<file path="src/rhp_pkg.sv">
// Shared types and constants for the RTP header parser.
package rhp_pkg;

    localparam int unsigned MAX_PACKET_BYTES = 65535;
    localparam logic [15:0] MAX_BYTES = 16'(MAX_PACKET_BYTES);
    localparam logic [15:0] FIXED_HDR_BYTES = 16'd12;
    localparam logic [1:0] RTP_VERSION = 2'd2;

    localparam logic [2:0] ST_OK        = 3'd0;
    localparam logic [2:0] ST_BAD_VER   = 3'd1;
    localparam logic [2:0] ST_BAD_SIZE  = 3'd2;
    localparam logic [2:0] ST_SHORT     = 3'd3;
    localparam logic [2:0] ST_TOO_LONG  = 3'd4;

    localparam int unsigned OUT_BITS = 136;

    typedef struct packed {
        logic       valid;
        logic [7:0] data;
        logic       last;
    } in_item_t;

    typedef struct packed {
        logic [1:0]  version;
        logic        padding_flag;
        logic        extension_flag;
        logic [3:0]  csrc_count;
        logic        marker_flag;
        logic [6:0]  payload_type;
        logic [15:0] sequence_number;
        logic [31:0] time_stamp;
        logic [31:0] source_id;
        logic [18:0] header_size;
        logic [15:0] payload_size;
        logic [2:0]  status;
    } result_t;

endpackage

</file>
<file path="src/rhp_in_stage.sv">
// Input register stage for the packet byte stream.
module rhp_in_stage
    import rhp_pkg::*;
(
    input  logic       aclk,
    input  logic       aresetn,
    input  logic       s_tvalid,
    output logic       s_tready,
    input  logic [7:0] s_tdata,   // data_byte [7:0]
    input  logic       s_tlast,
    input  logic       advance,
    output in_item_t   item
);

    logic       valid_reg;
    logic [7:0] data_reg;
    logic       last_reg;

    assign s_tready = !valid_reg || advance;

    always_ff @(posedge aclk) begin
        if (!aresetn) begin
            valid_reg <= 1'b0;
        end else if (s_tvalid && s_tready) begin
            valid_reg <= 1'b1;
        end else if (advance) begin
            valid_reg <= 1'b0;
        end
    end

    always_ff @(posedge aclk) begin
        if (s_tvalid && s_tready) begin
            data_reg <= s_tdata;
            last_reg <= s_tlast;
        end
    end

    assign item.valid = valid_reg;
    assign item.data  = data_reg;
    assign item.last  = last_reg;

endmodule

</file>
<file path="src/rhp_parse_core.sv">
// Header field capture, byte counting and end-of-packet result logic.
module rhp_parse_core
    import rhp_pkg::*;
(
    input  logic     aclk,
    input  logic     aresetn,
    input  in_item_t item,
    input  logic     out_free,
    output logic     advance,
    output logic     load,
    output result_t  result
);

    logic [15:0] cnt_reg, cnt_next;
    logic [7:0]  fhb_reg, fhb_next;
    logic [7:0]  shb_reg, shb_next;
    logic [15:0] seq_reg, seq_next;
    logic [31:0] ts_reg, ts_next;
    logic [31:0] src_reg, src_next;
    logic [15:0] ext_reg, ext_next;
    logic        ovf_reg, ovf_next;

    logic [6:0]  hs0;
    logic        take;
    logic        ext_present;
    logic [18:0] hs;
    logic [7:0]  pad;
    logic [19:0] need;
    logic [19:0] pay_full;
    logic [2:0]  status;

    assign advance = item.valid && (!item.last || out_free);
    assign load    = advance && item.last;
    assign take    = !ovf_reg && (cnt_reg < MAX_BYTES);

    always_comb begin
        fhb_next = fhb_reg;
        shb_next = shb_reg;
        seq_next = seq_reg;
        ts_next  = ts_reg;
        src_next = src_reg;
        cnt_next = cnt_reg;
        ovf_next = ovf_reg;
        if (!ovf_reg) begin
            if (!take) begin
                ovf_next = 1'b1;
            end else begin
                cnt_next = cnt_reg + 16'd1;
                if (cnt_reg == 16'd0) begin
                    fhb_next = item.data;
                end else if (cnt_reg == 16'd1) begin
                    shb_next = item.data;
                end else if (cnt_reg < 16'd4) begin
                    seq_next = {seq_reg[7:0], item.data};
                end else if (cnt_reg < 16'd8) begin
                    ts_next = {ts_reg[23:0], item.data};
                end else if (cnt_reg < FIXED_HDR_BYTES) begin
                    src_next = {src_reg[23:0], item.data};
                end
            end
        end
    end

    assign hs0 = 7'd12 + {1'b0, fhb_next[3:0], 2'b00};

    always_comb begin
        ext_next = ext_reg;
        if (take && (cnt_reg == ({9'd0, hs0} + 16'd2) || cnt_reg == ({9'd0, hs0} + 16'd3))) begin
            ext_next = {ext_reg[7:0], item.data};
        end
    end

    assign ext_present = fhb_next[4] && ({1'b0, cnt_next} >= ({10'd0, hs0} + 17'd4));
    assign hs = ext_present ? ({12'd0, hs0} + 19'd4 + {1'b0, ext_next, 2'b00})
                            : {12'd0, hs0};
    assign pad      = fhb_next[5] ? item.data : 8'd0;
    assign need     = {1'b0, hs} + {12'd0, pad};
    assign pay_full = {4'd0, cnt_next} - need;

    always_comb begin
        priority if (ovf_next) begin
            status = ST_TOO_LONG;
        end else if (cnt_next < FIXED_HDR_BYTES) begin
            status = ST_SHORT;
        end else if ({4'd0, cnt_next} < need) begin
            status = ST_BAD_SIZE;
        end else if (fhb_next[7:6] != RTP_VERSION) begin
            status = ST_BAD_VER;
        end else begin
            status = ST_OK;
        end
    end

    assign result.version         = fhb_next[7:6];
    assign result.padding_flag    = fhb_next[5];
    assign result.extension_flag  = fhb_next[4];
    assign result.csrc_count      = fhb_next[3:0];
    assign result.marker_flag     = shb_next[7];
    assign result.payload_type    = shb_next[6:0];
    assign result.sequence_number = seq_next;
    assign result.time_stamp      = ts_next;
    assign result.source_id       = src_next;
    assign result.header_size     = hs;
    assign result.payload_size    = (status == ST_OK) ? pay_full[15:0] : 16'd0;
    assign result.status          = status;

    always_ff @(posedge aclk) begin
        if (!aresetn || load) begin
            cnt_reg <= 16'd0;
            fhb_reg <= 8'd0;
            shb_reg <= 8'd0;
            seq_reg <= 16'd0;
            ts_reg  <= 32'd0;
            src_reg <= 32'd0;
            ext_reg <= 16'd0;
            ovf_reg <= 1'b0;
        end else if (advance) begin
            cnt_reg <= cnt_next;
            fhb_reg <= fhb_next;
            shb_reg <= shb_next;
            seq_reg <= seq_next;
            ts_reg  <= ts_next;
            src_reg <= src_next;
            ext_reg <= ext_next;
            ovf_reg <= ovf_next;
        end
    end

    a_ovf_at_limit: assert property (@(posedge aclk) disable iff (!aresetn)
        ovf_reg |-> cnt_reg == MAX_BYTES)
        else $error("overflow set below byte limit");

    a_clear_after_last: assert property (@(posedge aclk) disable iff (!aresetn)
        load |=> (cnt_reg == 16'd0) && !ovf_reg)
        else $error("state not cleared after last byte");

    a_count_step: assert property (@(posedge aclk) disable iff (!aresetn)
        (advance && !item.last && take) |=> cnt_reg == $past(cnt_reg) + 16'd1)
        else $error("byte counter did not advance");

    a_ok_version: assert property (@(posedge aclk) disable iff (!aresetn)
        (load && result.status == ST_OK) |-> result.version == RTP_VERSION)
        else $error("ok status with wrong version");

endmodule

</file>
<file path="src/rhp_out_stage.sv">
// Result register and output channel.
module rhp_out_stage
    import rhp_pkg::*;
(
    input  logic                aclk,
    input  logic                aresetn,
    input  logic                load,
    input  result_t             result,
    output logic                out_free,
    output logic                m_tvalid,
    input  logic                m_tready,
    output logic [OUT_BITS-1:0] m_tdata
);

    logic    valid_reg;
    result_t res_reg;

    assign out_free = !valid_reg || m_tready;

    always_ff @(posedge aclk) begin
        if (!aresetn) begin
            valid_reg <= 1'b0;
        end else if (load) begin
            valid_reg <= 1'b1;
        end else if (m_tready) begin
            valid_reg <= 1'b0;
        end
    end

    always_ff @(posedge aclk) begin
        if (load) begin
            res_reg <= result;
        end
    end

    assign m_tvalid = valid_reg;
    assign m_tdata  = {2'b00, res_reg.status, res_reg.payload_size, res_reg.header_size,
                       res_reg.source_id, res_reg.time_stamp, res_reg.sequence_number,
                       res_reg.payload_type, res_reg.marker_flag, res_reg.csrc_count,
                       res_reg.extension_flag, res_reg.padding_flag, res_reg.version};

endmodule

</file>
<file path="src/rtp_header_parser_unit.sv">
// RTP fixed header parser, top level.
//
// Input: one packet byte per transfer on s_tdata, s_tlast on the final byte.
// Output: one transfer per packet on m_tdata, carrying the header fields,
// header size, payload size and a status code (ok, bad version, bad sizes,
// under 12 bytes, over the length limit).
// Throughput: one byte per cycle, except that a final byte waits while the result
// register is full; non-final bytes keep flowing while a result waits on m_tready.
// Path: the result of a final byte passes through the input register, then the
// result register, which holds it until m_tready.
// Stall: a final byte waits in the input register until the result register
// is free, and s_tready drops meanwhile.
// Reset: aresetn low clears the byte counter, all captured header bytes
// and both valid flags; the next byte starts a new packet.
// After each final byte the parse state clears in the same way.
module rtp_header_parser_unit
    import rhp_pkg::*;
(
    input  logic                aclk,
    input  logic                aresetn,
    input  logic                s_tvalid,
    output logic                s_tready,
    input  logic [7:0]          s_tdata,   // data_byte [7:0]
    input  logic                s_tlast,
    output logic                m_tvalid,
    input  logic                m_tready,
    // version [1:0], padding_flag [2], extension_flag [3], csrc_count [7:4],
    // marker_flag [8], payload_type [15:9], sequence_number [31:16],
    // time_stamp [63:32], source_id [95:64], header_size [114:96],
    // payload_size [130:115], status [133:131], zero [135:134]
    output logic [OUT_BITS-1:0] m_tdata
);

    in_item_t item;
    result_t  result;
    logic     advance;
    logic     load;
    logic     out_free;

    rhp_in_stage u_in (
        .aclk     (aclk),
        .aresetn  (aresetn),
        .s_tvalid (s_tvalid),
        .s_tready (s_tready),
        .s_tdata  (s_tdata),
        .s_tlast  (s_tlast),
        .advance  (advance),
        .item     (item)
    );

    rhp_parse_core u_core (
        .aclk     (aclk),
        .aresetn  (aresetn),
        .item     (item),
        .out_free (out_free),
        .advance  (advance),
        .load     (load),
        .result   (result)
    );

    rhp_out_stage u_out (
        .aclk     (aclk),
        .aresetn  (aresetn),
        .load     (load),
        .result   (result),
        .out_free (out_free),
        .m_tvalid (m_tvalid),
        .m_tready (m_tready),
        .m_tdata  (m_tdata)
    );

endmodule

</file>
<file path="config.mk">
export PLATFORM = sky130hd
export DESIGN_NAME = rtp_header_parser_unit
export DESIGN_NICKNAME = d
export VERILOG_FILES = /design/src/rhp_pkg.sv /design/src/rhp_in_stage.sv /design/src/rhp_parse_core.sv /design/src/rhp_out_stage.sv /design/src/rtp_header_parser_unit.sv
export SDC_FILE = /design/constraint.sdc
export NUM_CORES = 1
export LEC_CHECK = 0
export BUFFER_PORTS_ARGS = -buffer_cell sky130_fd_sc_hd__buf_4
export CORE_UTILIZATION = 41
export DETAILED_ROUTE_END_ITERATION = 8
export PLACE_DENSITY_LB_ADDON = 0.08
export SLEW_MARGIN = 10
export SYNTH_ARGS = -nofsm -noshare
export SYNTH_HDL_FRONTEND = slang
export SYNTH_SLANG_ARGS = --single-unit
</file>
<file path="constraint.sdc">
create_clock -name aclk -period 11.5 [get_ports aclk]
set_clock_uncertainty 0.1 [all_clocks]
set_input_delay 2.875 -clock aclk [delete_from_list [all_inputs] [get_ports aclk]]
set_output_delay 2.875 -clock aclk [all_outputs]
set_load 0.02 [all_outputs]
</file>
==> metrics.txt, run 1 <==
outcome complete, no violations; final routed DRC violation total 0; Die Span X 183 um; largest cells by area after synthesis edfxtp_1, dfxtp_1, mux2_2; Routed WL per cell 17.7 um; hold buffers post-CTS 0; worst endpoint data arrival time 10.01 ns; worst slew pin tran 1.05 ns; die height 183 um; max reg flops 132; number of global-route vias before repair 9196; num rows 65; vias 9757; TritonCTS buffer count 31; final slew viol count 0; most common cell in the netlist nand2_1; Synth Area in XOR/XNOR 0.0462; Hold Path Sink u_core.src_reg[24]; Post-CTS Setup Inserts 0; cell family with most CP delay compound AO/OA/AOI/OAI gates; Clock Path Buffers 3; cells on worst reg2reg path 30; share of layout cells above drive strength 1 0.233; hold depth 2; Synth async-reset ratio 0; vias per cell 5.17; Distinct cells, synth 69; Starting Density 0.421; num ports 151; mux cell area share after synthesis 0.100; R2R Setup Slk 1.75 ns; number of setup violations in the final report 0; Mapped Cells 1316; fin util 0.498; Synth Area in Simple Gates 0.167; YS warnings 0; Tot Pwr 2280 uW; CP bufs+invs 0; CTS H-tree lvls 1; Area growth syn-to-layout 18.3%; adder-cell share of the synthesized area 0.0418; Design Area, Final 15900 um2; max_slew headroom 0.299; CP Max Fanout 17; worst hold start u_core.src_reg[24]; # fillers 2968; Pre-Repair DR Iteration Count 5; RSZ-0062 raised after global routing false; largest family of logic cells by synthesized area simple AND/OR/NAND/NOR gates; post-cts resize count 0; CP startpoint kind register; Clk pin slew, worst setup/hold paths 0.06 ns; CTS tree built; number of flops mapped to enable cells by yosys 141; Leak 0.00600 uW; post-synthesis compound-gate area fraction 0.0958; full die area 33500 um2; FMAX 103 MHz; Worst R2R Start u_core.cnt_reg[11]; port bufs 146; post-layout minimum cycle time 9.75 ns; Mapped Area 13400 um2; DRT iter0 DRCs 734; antenna violations before repair 0; Placed Instance Area 14800 um2; Final period util 0.848; pwr dens 144 nW/um2; total grt overflow 0; syn avg cell area 10.2 um2; root buffer cell clkbuf_16; Core ar. 31900 um2; Clock Latency Late Sink 0.57 ns; number of synthesized register bits 272; first-pass GRT wire length 52.5 mm; Worst IR Drop VDD 0.121 mV; pin count of the biggest net entering global routing 88; max incr delay on CP 0.87 ns; WP data required 11.76 ns; final WL 33.5 mm; clock sinks 272; ANT nets after route 0; n_diodes 0; Critical Path Most Common Cell nand2_1; Final TNS setup 0 ns; register area share after synthesis 0.511; Commonest cells post-synth nand2_1, edfxtp_1, dfxtp_1; crit end category register; ys flop type edfxtp_1; FF-to-FF End u_out.m_tdata[119]; Crit-path slowest cell a2111oi_4; Crit Path Category register to register; max cap viols 0; Total GRT Usage 0.199; routability cong. 0.850; Final Hold Vio Count 0; NumNets Final 1482; DP Wirelength 22.0 mm; leading area contributor after synthesis edfxtp_1; post-synth top area share 0.316; hold crit path type register to register
how the worst max path moves through the flow:
stage,from,to,cells past startpoint
2_1_floorplan,u_core.cnt_reg[11],u_out.m_tdata[122],36
3_3_place_gp,u_core.cnt_reg[11],u_out.m_tdata[119],30
3_5_place_dp,u_core.cnt_reg[7],u_out.m_tdata[119],30
4_1_cts,u_core.cnt_reg[7],u_out.m_tdata[119],30
5_1_grt,u_core.cnt_reg[7],u_out.m_tdata[119],30
6_report,u_core.cnt_reg[11],u_out.m_tdata[119],30
per-layer routing:
layer	vias to the layer above	wire [um]	GRT usage
met4	0	760	0.0510
met2	213	15400	0.321
met1	4658	15300	0.269
met5	-	0	0
li1	4838	-	-
met3	48	2000	0.0475
cell families (layout without fill, tap and decap cells):
kind of cell,after synthesis,count (layout)
AO/OA/AOI/OAI,214,214
XOR/XNOR,69,69
adder cells (fa/ha/maj),43,43
buffers and inverters,121,252
flip-flops,272,272
multiplexers,122,122
other,2,6
AND/OR/NAND/NOR,473,473
placed cells by master, fill, tap and decap left out, drive strengths merged, types with 4 or more instances in the layout:
master / n
o21ai: 29
buf: 155
a211oi: 17
nor4: 10
a31oi: 4
and3: 9
clkbuf: 46
mux2: 98
nand3b: 5
dfxtp: 131
nand2b: 8
clkinv: 8
and2: 12
mux2i: 24
or2: 4
o21a: 5
edfxtp: 141
a21oi: 121
a21o: 10
xnor2: 40
o31ai: 5
nor3: 29
nand2: 239
nand4: 17
or3: 7
nor2: 69
nand3: 31
nor2b: 14
inv: 39
xor2: 29
conb: 6
nor3b: 4
nor4b: 4
ha: 40
where the power goes:
group	total (uW)	internal, uW	switching [uW]	leakage [uW]
clock	1000	599	403	0.000515
sequential	1050	1040	15.9	0.00238
combinational	225	81.4	143	0.00310
total	2280	1720	563	0.00600
final cells by class:
class                      instances  area [um2]  area share
inverter                          39         151     0.00954
tap                              435         544      0.0343
sequential                       272        6860       0.432
multi-input combinational        927        6100       0.384
timing repair buffer             155        1160      0.0733
clock buffer                      46         922      0.0581
clock inverter                    12         131     0.00828
through the flow:
stage / setup slack [ns] / hold slack, ns / cells
2_1_floorplan: 2.89 / 0.333 / 1320
3_3_place_gp: 1.91 / 0.338 / 1828
3_5_place_dp: 1.71 / 0.344 / 1828
4_1_cts: 1.66 / 0.353 / 1886
5_1_grt: 0.972 / 0.369 / 1886
6_report: 1.75 / 0.352 / 1886
worst register-to-register path: cells and delay by family (launching register included):
kind	cells	cell delay, ns
xor gates and xnor gates	2	0.44
and+or+nand+nor	11	3.09
muxes	2	0.51
adders and majority gates	3	1.22
DFF	1	0.42
AOI/OAI and AO/OA	12	3.75
Note: power is estimated with default switching activity, not from simulation.
==> run 2: changes to the inputs <==
--- a/config.mk
+++ b/config.mk
@@ -5,6 +5,7 @@
 export SDC_FILE = /design/constraint.sdc
 export NUM_CORES = 1
 export LEC_CHECK = 0
+export ABC_AREA = 1
 export BUFFER_PORTS_ARGS = -buffer_cell sky130_fd_sc_hd__buf_4
 export CORE_UTILIZATION = 41
 export DETAILED_ROUTE_END_ITERATION = 8
==> constraint.sdc (replaced) <==
create_clock -name aclk -period 10.1 [get_ports aclk]
set_clock_uncertainty 0.1 [all_clocks]
set_input_delay 2.525 -clock aclk [delete_from_list [all_inputs] [get_ports aclk]]
set_output_delay 2.525 -clock aclk [all_outputs]
set_load 0.02 [all_outputs]
==> run 2 against run 1 <==
Effect of this change:
- register-to-register slack worse by 0.45 ns
- setup slack worse by 0.45 ns
- clock power is 12% higher
- first-iteration DRC count is 2.0% higher
- core utilization is 0.18 points higher
- critical path depth is 12 higher
- routed wire length is 0.28% higher
- cell count is 16% higher
- synthesized cell count is 22% higher
- non-clock buffer count is 2 higher
- synthesized area is 0.10% higher
- critical path type unchanged
- highest routed layer unchanged
==> metrics.txt, run 2 <==
outcome complete, no violations; syn avg cell area 8.35 um2; most common cell after layout, fill and taps aside inv_1; max_slew headroom 0.307; CTS H-tree lvls 1; Final Hold Vio Count 0; WP data required 10.31 ns; Area growth syn-to-layout 18.6%; hold buffers post-CTS 0; share of layout cells above drive strength 1 0.152; ys flop type edfxtp_1; final slew viol count 0; Worst IR Drop VDD 0.134 mV; Distinct cells, synth 47; first-pass GRT wire length 53.3 mm; max incr delay on CP 0.55 ns; CP Max Fanout 17; root buffer cell clkbuf_16; final WL 33.6 mm; number of flops mapped to enable cells by yosys 141; worst endpoint data arrival time 9.01 ns; DRT iter0 DRCs 749; num rows 65; Pre-Repair DR Iteration Count 5; clock sinks 272; Clock Path Buffers 3; port bufs 146; pin count of the biggest net entering global routing 111; post-layout minimum cycle time 8.80 ns; number of global-route vias before repair 9849; FMAX 114 MHz; Mapped Area 13400 um2; Routed WL per cell 15.3 um; ANT nets after route 0; fin util 0.500; largest cells by area after synthesis edfxtp_1, dfxtp_1, o21ai_0; Crit-path slowest cell nor2_2; Final TNS setup 0 ns; NumNets Final 1787; cell family with most CP delay simple AND/OR/NAND/NOR gates; multi-input logic area 5180 um2; leading area contributor after synthesis edfxtp_1; worst slew pin tran 1.04 ns; non-filler cells in the finished layout 2190; dpl cells 2134; Critical Path Most Common Cell nand2_1; Core ar. 31900 um2; Leak 0.00751 uW; CP startpoint kind register; commonest non-fill, non-tap cells in the layout inv_1, o21ai_0, nand2_1; Clock Latency Late Sink 0.57 ns; YS warnings 0; register area share after synthesis 0.510; Storage cell area 6860 um2; hold crit path type register to register; total grt overflow 0; crit end category register; Total GRT Usage 0.201; Final period util 0.872; CP bufs+invs 5; num ports 151; Starting Density 0.421; final routed DRC violation total 0; vias per cell 4.85; max cap viols 0; vias 10623; Die Span X 183 um; routability cong. 0.906; post-cts resize count 0; die height 183 um; Synth async-reset ratio 0; TritonCTS buffer count 30; number of setup violations in the final report 0; # fillers 3134; Clk pin slew, worst setup/hold paths 0.06 ns; RSZ-0062 raised after global routing false; DP Wirelength 23.6 mm; R2R Setup Slk 1.30 ns; Post-CTS Setup Inserts 0; CTS tree built; n_diodes 0; antenna violations before repair 0; post-synth top area share 0.315; full die area 33500 um2; number of synthesized register bits 272; most common cell in the netlist inv_1; Commonest cells post-synth inv_1, nand2_1, o21ai_0; Mapped Cells 1608; Crit Path Category register to register; pwr dens 190 nW/um2; max reg flops 132
run 2: cell types whose count changed after synthesis, sizes merged, moves of 12 or more:
| cell | change |
|---|---|
| inv | +258 |
| o21ai | +220 |
| mux2 | -98 |
| nor2 | +52 |
| xnor2 | -32 |
| mux2i | -24 |
| nand2 | +21 |
| nand3 | +19 |
| a21oi | +14 |
| nor2b | -14 |
| clkbuf | -12 |
run 2: worst reg2reg max path: cells and delay by family, from the launching register on:
family          cells  cell delay (ns)
flops               1             0.52
xor+xnor            2             0.50
buf+inv             5             0.69
fa+ha+maj           4             1.37
compound gates     10             2.21
simple gates       21             3.14
run 2: metrics by stage:
stage | hold WS [ns] | total power (uW) | instance area (um2) | setup slack (ns)
after floorplan | 0.350 | 1760 | 13400 | 2.95
after global placement | 0.386 | 1940 | 14900 | 1.43
after detailed placement | 0.391 | 1940 | 14900 | 1.32
after CTS | 0.409 | 3070 | 15900 | 1.28
after global routing | 0.434 | 3200 | 15900 | 0.429
final | 0.408 | 3030 | 15900 | 1.30
run 2: layout make-up:
cell class | count | share of cell area
clock buffers | 39 | 0.0538
clock inverters | 17 | 0.0115
inverters | 297 | 0.0705
multi-input cells | 973 | 0.326
flip-flops and latches | 272 | 0.431
well taps | 435 | 0.0342
repair buffers | 157 | 0.0740
run 2: path summary, 6_finish.rpt:
path                     startpoint                  to  cells after the start
setup / recovery  u_core.cnt_reg[2]  u_out.m_tdata[132]                     42
hold / removal    u_core.ext_reg[2]   u_core.ext_reg[2]                      2
setup reg to reg  u_core.cnt_reg[2]  u_out.m_tdata[132]                     42
hold reg to reg   u_core.ext_reg[2]   u_core.ext_reg[2]                      2
run 2: where the power goes:
group	internal, uW	switching, uW	leakage [uW]	total, uW
logic	210	432	0.00458	642
clock network	656	464	0.000502	1120
registers	1240	33.6	0.00243	1270
total	2100	929	0.00751	3030
run 2: kinds of logic after synthesis:
group	count (synthesis)	synth area share
compound gates	405	0.156
other cells	2	0.000559
simple gates	478	0.159
xor+xnor	41	0.0267
fa+ha+maj	43	0.0417
buf+inv	367	0.105
flops	272	0.510
run 2: per-layer routing:
metal / part of all wire / track usage / vias up
met3: 0.036 / 0.0232 / 45
met2: 0.48 / 0.339 / 177
met5: 0 / 0 / -
met1: 0.47 / 0.277 / 4913
li1: - / - / 5488
met4: 0.019 / 0.0453 / 0
==> run 3: changes to the inputs <==
--- a/config.mk
+++ b/config.mk
@@ -9,6 +9,7 @@
 export BUFFER_PORTS_ARGS = -buffer_cell sky130_fd_sc_hd__buf_4
 export CORE_UTILIZATION = 41
 export DETAILED_ROUTE_END_ITERATION = 8
+export MAX_ROUTING_LAYER = met4
 export PLACE_DENSITY_LB_ADDON = 0.08
 export SLEW_MARGIN = 10
 export SYNTH_ARGS = -nofsm -noshare
==> run 3 against run 2 <==
Effect of this change:
- die area is the same
- worst hold slack worse by 0.018 ns
- sequential power hardly changed
- count of clock-buffer cells in the layout grew 1
==> metrics.txt, run 3 (synthesized netlist as in run 2, its figures left out) <==
Core ar. 31900 um2; met3 routed WL 1.41 mm; RSZ-0062 raised after global routing false; crit end category register; Routed WL per cell 15.7 um; Clock Latency Late Sink 0.57 ns; max reg flops 132; final slew viol count 0; metal1 wirelength 16.1 mm; max incr delay on CP 0.62 ns; pin count of the biggest net entering global routing 110; hold crit path type register to register; CP Max Fanout 17; outcome complete, no violations; CTS tree built; dpl cells 2131; Crit-path slowest cell nor2_2; first-pass GRT wire length 54.4 mm; Worst R2R Start u_core.cnt_reg[0]; DRT iter0 DRCs 802; pwr dens 195 nW/um2; top sig layer met4; most common cell after layout, fill and taps aside inv_1; vias per cell 4.88; Crit Path Category register to register; commonest non-fill, non-tap cells in the layout inv_1, o21ai_0, nand2_1; post-cts resize count 0; number of setup violations in the final report 0; CP startpoint kind register; FF-to-FF End u_out.m_tdata[132]; TritonCTS buffer count 31; ANT nets after route 0; Post-CTS Setup Inserts 0; routability cong. 0.896; Clk pin slew, worst setup/hold paths 0.07 ns; Clock Path Buffers 3; Starting Density 0.421; num rows 65; CTS H-tree lvls 1; Die Span X 183 um; DP Wirelength 23.8 mm; Total GRT Usage 0.212; Final TNS setup 0 ns; final WL 34.4 mm; Leak 0.00754 uW; share of layout cells above drive strength 1 0.150; number of global-route vias before repair 9947; Final Hold Vio Count 0; # fillers 3122; num ports 151; Area growth syn-to-layout 18.9%; n_diodes 0; hold depth 2; final routed DRC violation total 0; hold buffers post-CTS 0; Worst IR Drop VDD 0.161 mV; max cap viols 0; Critical Path Most Common Cell inv_1; fin util 0.501; worst endpoint data arrival time 9.04 ns; total grt overflow 0; Final period util 0.873; clock sinks 272; Hold Path Sink u_core.ext_reg[1]; WP data required 10.32 ns; FMAX 113 MHz; non-filler cells in the finished layout 2189; worst slew pin tran 1.00 ns; port bufs 146; vias 10684; root buffer cell clkbuf_16; post-layout minimum cycle time 8.81 ns; die height 183 um; Pre-Repair DR Iteration Count 5; full die area 33500 um2; cells on worst reg2reg path 42; wire length on met2 16.2 mm; antenna violations before repair 0; NumNets Final 1785; max_slew headroom 0.330; worst hold start u_core.ext_reg[1]; R2R Setup Slk 1.29 ns
==> run 3: how the worst max path moves through the flow <==
stage                      startpoint                  to  slack (ns)
floorplan           u_core.cnt_reg[0]  u_out.m_tdata[132]        2.95
global placement    u_core.cnt_reg[0]  u_out.m_tdata[132]        1.54
detailed placement  u_core.cnt_reg[0]  u_out.m_tdata[132]        1.31
CTS                 u_core.cnt_reg[0]  u_out.m_tdata[132]        1.31
global route        u_core.cnt_reg[0]  u_out.m_tdata[121]        0.30
finish              u_core.cnt_reg[0]  u_out.m_tdata[132]        1.29
==> run 3: stage by stage <==
step / setup WS [ns] / hold WS [ns] / power (uW) / instance area [um2]
final: 1.29 / 0.389 / 3110 / 16000
after detailed placement: 1.31 / 0.377 / 1940 / 14900
after global placement: 1.54 / 0.370 / 1930 / 14900
after CTS: 1.31 / 0.388 / 3150 / 16000
after global routing: 0.298 / 0.407 / 3280 / 16000
after floorplan: 2.95 / 0.350 / 1760 / 13400
==> run 3: power breakdown <==
group / internal, uW / total (uW) / switching (uW)
sequential: 1240 / 1270 / 34.6
combinational: 210 / 639 / 430
clock: 740 / 1200 / 462
==> run 3: critical path: cells and delay by family, from the launching register on <==
family          cells  cell delay [ns]
compound gates      7             1.51
buf+inv             6             0.66
fa+ha+maj           5             1.55
simple gates       22             4.13
xor+xnor            2             0.22
flops               1             0.35
==> run 3: layout make-up <==
class,count,area [um2],share of cell area
Sequential cell,272,6860,0.429
Clock buffer,40,835,0.0523
Clock inverter,18,270,0.0169
Timing Repair Buffer,154,1160,0.0724
Tap cell,435,544,0.0341
Inverter,297,1120,0.0703
Multi-Input combinational cell,973,5180,0.325
==> run 3: routing by layer <==
layer  vias up  track usage
li1       5485            -
met1      4948        0.280
met2       208        0.343
met3        43       0.0296
met4         0       0.0527
met5         -            -
